==> src/hdl/skmj_pkg.sv <==
package skmj_pkg;

  localparam int unsigned MaxMarkersDefault = 16384;
  localparam int unsigned MaxRunDefault     = 8;

  localparam int unsigned KmerW  = 32;
  localparam int unsigned FreqW  = 32;
  localparam int unsigned OrdW   = 14;
  localparam int unsigned TotalW = 20;
  localparam int unsigned LocW   = 4;

  localparam logic [TotalW-1:0] TotalMax = {TotalW{1'b1}};

  typedef enum logic [1:0] {
    FUNC_LOAD   = 2'd0,
    FUNC_STREAM = 2'd1,
    FUNC_END    = 2'd2,
    FUNC_NONE   = 2'd3
  } func_e;

  typedef enum logic [1:0] {
    CFG_MIN_GF    = 2'd0,
    CFG_MAX_GF    = 2'd1,
    CFG_MAX_LOCAL = 2'd2,
    CFG_NONE      = 2'd3
  } cfg_idx_e;

  // controller -> datapath
  typedef struct packed {
    logic load;        // write input marker into the store
    logic run_add;     // append input to the open run
    logic run_start;   // start a new run from the input
    logic in_hold;     // capture the input marker that closes a run
    logic run_restart; // start a new run from the captured marker
    logic walk_start;  // latch walk pointer as run start
    logic walk_rd;     // issue read at walk pointer
    logic walk_adv;    // advance walk pointer
    logic mark_start;  // capture frequency of the read marker at run start
    logic pair_rd;     // read first-read entry i for pairing
    logic emit;        // load output register with a pair
    logic emit_end;    // load output register with bare end marker
    logic job_clear;   // clear job state after end
    logic i_clr;
    logic i_inc;
    logic j_clr;
    logic j_inc;
  } ctl_t;

  // datapath -> controller
  typedef struct packed {
    logic run_open;
    logic run_same;    // input kmer equals open run kmer
    logic ptr_end;     // walk pointer reached fill count
    logic rd_less;     // read kmer < run kmer
    logic rd_equal;    // read kmer == run kmer
    logic pair_ok;     // run lengths and frequency pass
    logic j_last;
    logic i_last;
    logic out_busy;
  } sts_t;

endpackage

==> src/hdl/skmj_ctrl.sv <==
module skmj_ctrl (
  input  logic           clk_i,
  input  logic           rst_ni,
  input  logic           in_valid_i,
  output logic           in_stall_o,
  input  logic [1:0]     func_i,
  input  skmj_pkg::sts_t sts_i,
  output skmj_pkg::ctl_t ctl_o
);
  import skmj_pkg::*;

  typedef enum logic [8:0] {
    S_IDLE  = 9'b000000001,
    S_WRD   = 9'b000000010,  // read issued at walk pointer
    S_SKIP  = 9'b000000100,  // compare for less-than walk
    S_MATCH = 9'b000001000,  // read issued for equal walk
    S_CHECK = 9'b000010000,
    S_PRD   = 9'b000100000,  // compare for equal walk
    S_EMIT  = 9'b001000000,
    S_ENDM  = 9'b010000000,
    S_CLR   = 9'b100000000
  } state_e;

  state_e state_q, state_d;
  logic is_end_q, is_end_d, emitted_q, emitted_d;
  logic take;

  assign in_stall_o = state_q != S_IDLE;
  assign take       = in_valid_i && state_q == S_IDLE;

  always_comb begin
    ctl_o     = '0;
    state_d   = state_q;
    is_end_d  = is_end_q;
    emitted_d = emitted_q;
    case (state_q)
      S_IDLE: begin
        if (take) begin
          case (func_e'(func_i))
            FUNC_LOAD: ctl_o.load = 1'b1;
            FUNC_STREAM: begin
              if (sts_i.run_open && sts_i.run_same) begin
                ctl_o.run_add = 1'b1;
              end else if (sts_i.run_open) begin
                // hold the marker; it opens the next run once this one closes
                ctl_o.in_hold = 1'b1;
                ctl_o.i_clr   = 1'b1;
                ctl_o.j_clr   = 1'b1;
                is_end_d  = 1'b0;
                emitted_d = 1'b0;
                state_d   = S_WRD;
              end else begin
                ctl_o.run_start = 1'b1;
              end
            end
            FUNC_END: begin
              ctl_o.i_clr = 1'b1;
              ctl_o.j_clr = 1'b1;
              is_end_d  = 1'b1;
              emitted_d = 1'b0;
              state_d   = sts_i.run_open ? S_WRD : S_ENDM;
            end
            default: ;
          endcase
        end
      end
      S_WRD: begin
        if (sts_i.ptr_end) begin
          ctl_o.walk_start = 1'b1;
          state_d = S_CHECK;
        end else begin
          ctl_o.walk_rd = 1'b1;
          state_d = S_SKIP;
        end
      end
      S_SKIP: begin
        if (sts_i.rd_less) begin
          ctl_o.walk_adv = 1'b1;
          state_d = S_WRD;
        end else begin
          ctl_o.walk_start = 1'b1;
          ctl_o.mark_start = 1'b1;
          if (sts_i.rd_equal) begin
            ctl_o.walk_adv = 1'b1;
            state_d = S_MATCH;
          end else begin
            state_d = S_CHECK;
          end
        end
      end
      S_MATCH: begin
        // pointer already advanced past one match; read next
        if (sts_i.ptr_end) begin
          state_d = S_CHECK;
        end else begin
          ctl_o.walk_rd = 1'b1;
          state_d = S_PRD;
        end
      end
      S_PRD: begin
        if (sts_i.rd_equal) begin
          ctl_o.walk_adv = 1'b1;
          state_d = S_MATCH;
        end else begin
          state_d = S_CHECK;
        end
      end
      S_CHECK: begin
        ctl_o.i_clr = 1'b1;
        ctl_o.j_clr = 1'b1;
        if (sts_i.pair_ok) begin
          ctl_o.pair_rd = 1'b1;
          state_d = S_EMIT;
        end else begin
          state_d = S_ENDM;
        end
      end
      S_EMIT: begin
        if (!sts_i.out_busy) begin
          ctl_o.emit = 1'b1;
          emitted_d  = 1'b1;
          if (!sts_i.j_last) begin
            ctl_o.j_inc = 1'b1;
          end else if (!sts_i.i_last) begin
            ctl_o.j_clr = 1'b1;
            ctl_o.i_inc = 1'b1;
            state_d = S_CLR;
          end else begin
            state_d = S_ENDM;
          end
        end
      end
      S_CLR: begin
        ctl_o.pair_rd = 1'b1;
        state_d = S_EMIT;
      end
      S_ENDM: begin
        if (!is_end_q) begin
          ctl_o.run_restart = 1'b1;
          state_d = S_IDLE;
        end else if (emitted_q) begin
          ctl_o.job_clear = 1'b1;
          state_d = S_IDLE;
        end else if (!sts_i.out_busy) begin
          ctl_o.emit_end  = 1'b1;
          ctl_o.job_clear = 1'b1;
          state_d = S_IDLE;
        end
      end
      default: state_d = S_IDLE;
    endcase
  end

  always_ff @(posedge clk_i or negedge rst_ni) begin
    if (!rst_ni) begin
      state_q   <= S_IDLE;
      is_end_q  <= 1'b0;
      emitted_q <= 1'b0;
    end else begin
      state_q   <= state_d;
      is_end_q  <= is_end_d;
      emitted_q <= emitted_d;
    end
  end

endmodule
==> config.mk <==
export PLATFORM = sky130hd
export DESIGN_NAME = skmj_ctrl
export DESIGN_NICKNAME = d
export VERILOG_FILES = /design/src/hdl/skmj_pkg.sv /design/src/hdl/skmj_ctrl.sv
export SDC_FILE = /design/constraint.sdc
export NUM_CORES = 1
export LEC_CHECK = 0
export ABC_AREA = 1
export BUFFER_PORTS_ARGS = -buffer_cell sky130_fd_sc_hd__buf_4
export CAP_MARGIN = 20
export CELL_PAD_IN_SITES_DETAIL_PLACEMENT = 1
export CELL_PAD_IN_SITES_GLOBAL_PLACEMENT = 1
export CORE_ASPECT_RATIO = 2
export CORE_MARGIN = 3
export CORE_UTILIZATION = 33
export DETAILED_ROUTE_END_ITERATION = 16
export GPL_TIMING_DRIVEN = 0
export PLACE_DENSITY_LB_ADDON = 0.05
export SYNTH_ARGS = -nofsm -noshare
export SYNTH_HDL_FRONTEND = slang
export SYNTH_SLANG_ARGS = --single-unit
==> constraint.sdc <==
create_clock -name clk_i -period 2.1 [get_ports clk_i]
set_clock_uncertainty 0.2 [all_clocks]
set_input_delay 0.315 -clock clk_i [delete_from_list [all_inputs] [get_ports clk_i]]
set_output_delay 0.315 -clock clk_i [all_outputs]
set_load 0.05 [all_outputs]
==> summary by stage <==
Run status
The run finished, with violations left. The final reports fail on setup timing.

Detailed routing
The number of iterations in the first detailed-routing pass is 4. The wire length after detailed routing is 3730 um. The post-detailed-route via-to-cell ratio is 5.02. In the final routed layout, each cell accounts on average for 15.5 um. The total number of vias is 1,205. The violation count after the first detailed-routing iteration is 11. The count of unresolved DRC violations after routing is 0.

The detail route stage leaves a number of antenna-violating nets equal to 0.

Critical path
For the worst setup path, the data arrival time is 1680 ps. The kind of start point of the critical path is a flip-flop. The family with the most delay on the worst path is simple AND/OR/NAND/NOR gates. The slowest library cell on the worst path is sky130_fd_sc_hd__dfrtp_2. Walking the worst path, the cells encountered are buf_4, nor3_4, nand2_4, or2_4, nor2_4, buf_8.

For this run, the slowest stage of the critical path takes 420 ps. The slack of the worst reg-to-reg path is 180 ps. The classification of the worst setup path is flip-flop to output pin. The origin of the worst setup path is state_q[4]$_DFFE_PN0P_. In this run the critical register-to-register path is captured at state_q[8]$_DFFE_PN0P_. The number of cells on the worst reg-to-reg path is 9.

The worst register-to-register path begins at state_q[4]$_DFFE_PN0P_. The kind of end point of the critical path is an output pin. The combined buffer and inverter count along the critical path is 2. The end of the critical path is ctl_o[2]. For the worst setup path, the data required time is 1580 ps. Along the worst path, the maximum fanout reaches 3.

The cell count along the critical path is 6.

Timing
The post-layout worst setup margin is -93.0 ps. The time the worst path needs with I/O delays and setup is 2190 ps. In the final timing run, aggregate negative setup slack is -469 ps. For the pin with the worst max-slew slack, the measured transition is 320 ps. The number of slew-limit violations in the final report is 0. Of the available clock period, the critical path in the final layout requires 1.04. Setup violations remaining at the end of the flow were counted as 10. The final count of hold timing violations is 0. The worst pin sits at a relative slew slack of 0.785. The achievable frequency is 456 MHz.

Setup repair after global routing could not meet its margin everywhere.

Floorplan
The site row count is 27. The area of the placeable core is 2770 sq um. The die is 82.6 um tall. The die outline area is 3660 sq um. The horizontal die dimension is 44.3 um. The count of boundary I/O pins is 32. The initial cell density of the core is 0.349.

Finish
The total number of nets in the final design is 229. The final instance area is 1680 sq um. The proportion of layout cells with a drive suffix above 1 is 0.488. Summing all multi-input logic gate instances after layout gives 759 sq um. Across the whole layout, storage elements account for 282 sq um. The filler cell count in the final layout is 350.

From synthesis to final layout, the design area changed by 73.4%. The repair_antennas step left the layout with diodes totalling 0. The core utilization of the finished layout is 0.605.

Synthesis
During synthesis, Yosys emitted a total of 0 warnings. Counting every net in the synthesized netlist gives 174. The fraction of the mapped netlist area in compound gates is 0.0543. Summing every instance area after synthesis gives 967 sq um.

The sequential share of the synthesized area is 0.286. By area, the combinational part of the netlist is dominated by simple AND/OR/NAND/NOR gates. Of the total synthesized cell area, the portion taken by XOR and XNOR cells is 0. Of the total synthesized cell area, the portion taken by full adders, half adders and majority gates is 0.0388.

In this run the mean area of a mapped cell was 6.16 sq um. The cell count after synthesis came out at 157. After synthesis, the share of cell area in mux cells is 0. In this run, synthesis produced a sequential element count of 11.

Of the total synthesized cell area, the portion taken by AND, OR, NAND and NOR gates is 0.501. In this run, distinct cell masters in the synthesized netlist total 22.

Global routing
The initial antenna violation count is 0. After global routing the overflow that remains totals 0. The first global-routing pass estimated 5880 um of wire.

The pin count of the biggest net entering global routing is 12. The number of global-route vias before repair came to 1,314. In the global route stage, overall resource usage came out at 0.219.

Clocking
The cell at the root of the clock tree is sky130_fd_sc_hd__clkbuf_8. In this run the number of H-tree levels came out at 1. For the worst-skew pair, the clock arrives at the later sink with an insertion delay of 240 ps. The clock-pin slew on the worst setup and hold paths is 60 ps. The number of buffers inserted during clock tree synthesis is 3. The clock passes through at most 2 buffers. CTS saw 11 sinks. The clock tree from TritonCTS is built.

Power
The share of total power dissipated in sequential elements is 0.208. The switching power total is 0.669 mW. The share of total power dissipated in combinational logic is 0.633. The power per standard cell area is 822 nW/um^2.

The cell-internal power is 0.709 mW. The switching portion of total power is 0.486. The static leakage power is 0.857 nW. The power share of the clock group is 0.159.

Across the VDD grid, the largest voltage drop is 632 uV. The total power is 1.38 mW.

Placed design
The placed wire-length estimate after detailed placement is 2750 um. The count of buffers inserted at the top-level ports is 31. Once placement finished, the instance area stood at 1280 sq um. The congestion estimate from routability-driven global placement came to 0.863.

Hold path
The min-delay analysis places its worst path in the category input port to flip-flop.

Flow run
The count of maximum capacitance violations is 0.
==> through the flow <==
stage          hold WS (ps)  instances  setup slack (ps)
2_1_floorplan          -181        157              -194
3_3_place_gp          -37.9        217              55.3
3_5_place_dp          -38.2        217              8.98
4_1_cts                61.0        231              -116
5_1_grt                74.0        240              -169
6_report               66.0        240             -93.0
==> placed cells by master, fill, tap and decap left out <==
| cell type | netlist | final |
|---|---|---|
| sky130_fd_sc_hd__nor3_4 | 0 | 3 |
| sky130_fd_sc_hd__ha_1 | 3 | 3 |
| sky130_fd_sc_hd__inv_1 | 29 | 27 |
| sky130_fd_sc_hd__nor2_4 | 2 | 11 |
| sky130_fd_sc_hd__buf_6 | 0 | 12 |
| sky130_fd_sc_hd__dfrtp_1 | 10 | 6 |
| sky130_fd_sc_hd__a21oi_2 | 0 | 2 |
| sky130_fd_sc_hd__nand2_1 | 35 | 29 |
| sky130_fd_sc_hd__nor4_2 | 0 | 2 |
| sky130_fd_sc_hd__nand4_1 | 3 | 3 |
| sky130_fd_sc_hd__buf_4 | 0 | 35 |
| sky130_fd_sc_hd__nand3_1 | 14 | 12 |
| sky130_fd_sc_hd__clkbuf_8 | 0 | 3 |
| sky130_fd_sc_hd__o21ai_1 | 2 | 1 |
| sky130_fd_sc_hd__dfstp_2 | 1 | 1 |
| sky130_fd_sc_hd__nand2_2 | 4 | 7 |
| sky130_fd_sc_hd__nand2_4 | 1 | 3 |
| sky130_fd_sc_hd__a21oi_1 | 4 | 2 |
| sky130_fd_sc_hd__or2_4 | 0 | 1 |
| sky130_fd_sc_hd__nor2_1 | 30 | 17 |
| sky130_fd_sc_hd__nor2_2 | 2 | 6 |
| sky130_fd_sc_hd__o21ai_0 | 2 | 1 |
| sky130_fd_sc_hd__clkbuf_1 | 0 | 1 |
| sky130_fd_sc_hd__o22ai_1 | 2 | 2 |
| sky130_fd_sc_hd__nand3b_1 | 2 | 2 |
| sky130_fd_sc_hd__nor3_2 | 3 | 2 |
| sky130_fd_sc_hd__nand2_8 | 0 | 1 |
| sky130_fd_sc_hd__or2_1 | 2 | 1 |
| sky130_fd_sc_hd__nand3_2 | 0 | 2 |
| sky130_fd_sc_hd__dfrtp_2 | 0 | 4 |
| sky130_fd_sc_hd__o21ai_2 | 0 | 2 |
| sky130_fd_sc_hd__buf_8 | 0 | 2 |
| sky130_fd_sc_hd__dlygate4sd3_1 | 0 | 1 |
| sky130_fd_sc_hd__inv_2 | 2 | 4 |
==> timing repair <==
item,CTS,global route
hold buffers,1,0
pin swaps,9,11
endpoints found under the hold margin,11,0
endpoints found under the setup margin,11,13
gates resized for setup,37,20
buffers inserted,9,9
==> cell usage after synthesis (all sizes together) <==
cell / count / share of area
nand2: 40 / 0.17
nor2: 34 / 0.15
inv: 31 / 0.12
nand3: 14 / 0.072
dfrtp: 10 / 0.26
nor3: 5 / 0.041
a21oi: 4 / 0.021
o21ai: 4 / 0.021
ha: 3 / 0.039
nand4: 3 / 0.019
nand3b: 2 / 0.016
nor4: 2 / 0.013
o22ai: 2 / 0.013
or2: 2 / 0.013
dfstp: 1 / 0.027
==> metal layers <==
layer  up-vias  part of all wire  track usage
met5         -                 0            0
met4         0             0.048        0.136
met3        13             0.031       0.0260
met2        28              0.59        0.420
met1       569              0.33        0.210
li1        595                 -            -
==> state kept, by name, indices dropped and copies added, names as in the netlist <==
signal / count
emitted_q: 1
is_end_q: 1
state_q: 9
==> cell type report <==
| class | count | area share |
|---|---|---|
| Clock buffer | 4 | 0.0269 |
| Timing Repair Buffer | 50 | 0.261 |
| Multi-Input combinational cell | 115 | 0.453 |
| Tap cell | 29 | 0.0216 |
| Inverter | 31 | 0.0694 |
| Sequential cell | 11 | 0.168 |
==> worst reg2reg max path, stage by stage, from the launching register on <==
cell	delay, ps
sky130_fd_sc_hd__dfrtp_2	420
sky130_fd_sc_hd__buf_4	160
sky130_fd_sc_hd__nor3_4	290
sky130_fd_sc_hd__buf_4	170
sky130_fd_sc_hd__buf_4	100
sky130_fd_sc_hd__nand3_1	90
sky130_fd_sc_hd__nand2_1	80
sky130_fd_sc_hd__nor2_1	80
sky130_fd_sc_hd__nand2_1	150
sky130_fd_sc_hd__nor2_1	70
==> worst min-delay path by stage <==
stage	startpoint	to	slack (ps)	cells after the start
3_5_place_dp	rst_ni	state_q[2]$_DFFE_PN0P_	-40	1
4_1_cts	sts_i[6]	state_q[2]$_DFFE_PN0P_	60	2
3_3_place_gp	rst_ni	state_q[2]$_DFFE_PN0P_	-40	1
6_report	sts_i[6]	state_q[2]$_DFFE_PN0P_	70	2
2_1_floorplan	rst_ni	emitted_q$_DFFE_PN0P_	-180	0
5_1_grt	sts_i[6]	state_q[5]$_DFFE_PN0P_	70	2
==> power groups by stage <==
stage,logic [mW],registers [mW],clock network (mW)
2_1_floorplan,0.482,0.275,0
6_report,0.872,0.287,0.219
3_3_place_gp,0.639,0.280,0
3_5_place_dp,0.655,0.282,0
5_1_grt,0.949,0.292,0.235
4_1_cts,0.808,0.283,0.221
==> kinds of logic (layout without fill, tap and decap cells) <==
kind of cell / count (synthesis) / after routing
compound gates: 10 / 10
buf+inv: 31 / 85
fa+ha+maj: 3 / 3
flops: 11 / 11
simple gates: 102 / 102
No activity file was read; power rests on OpenSTA's default activity.
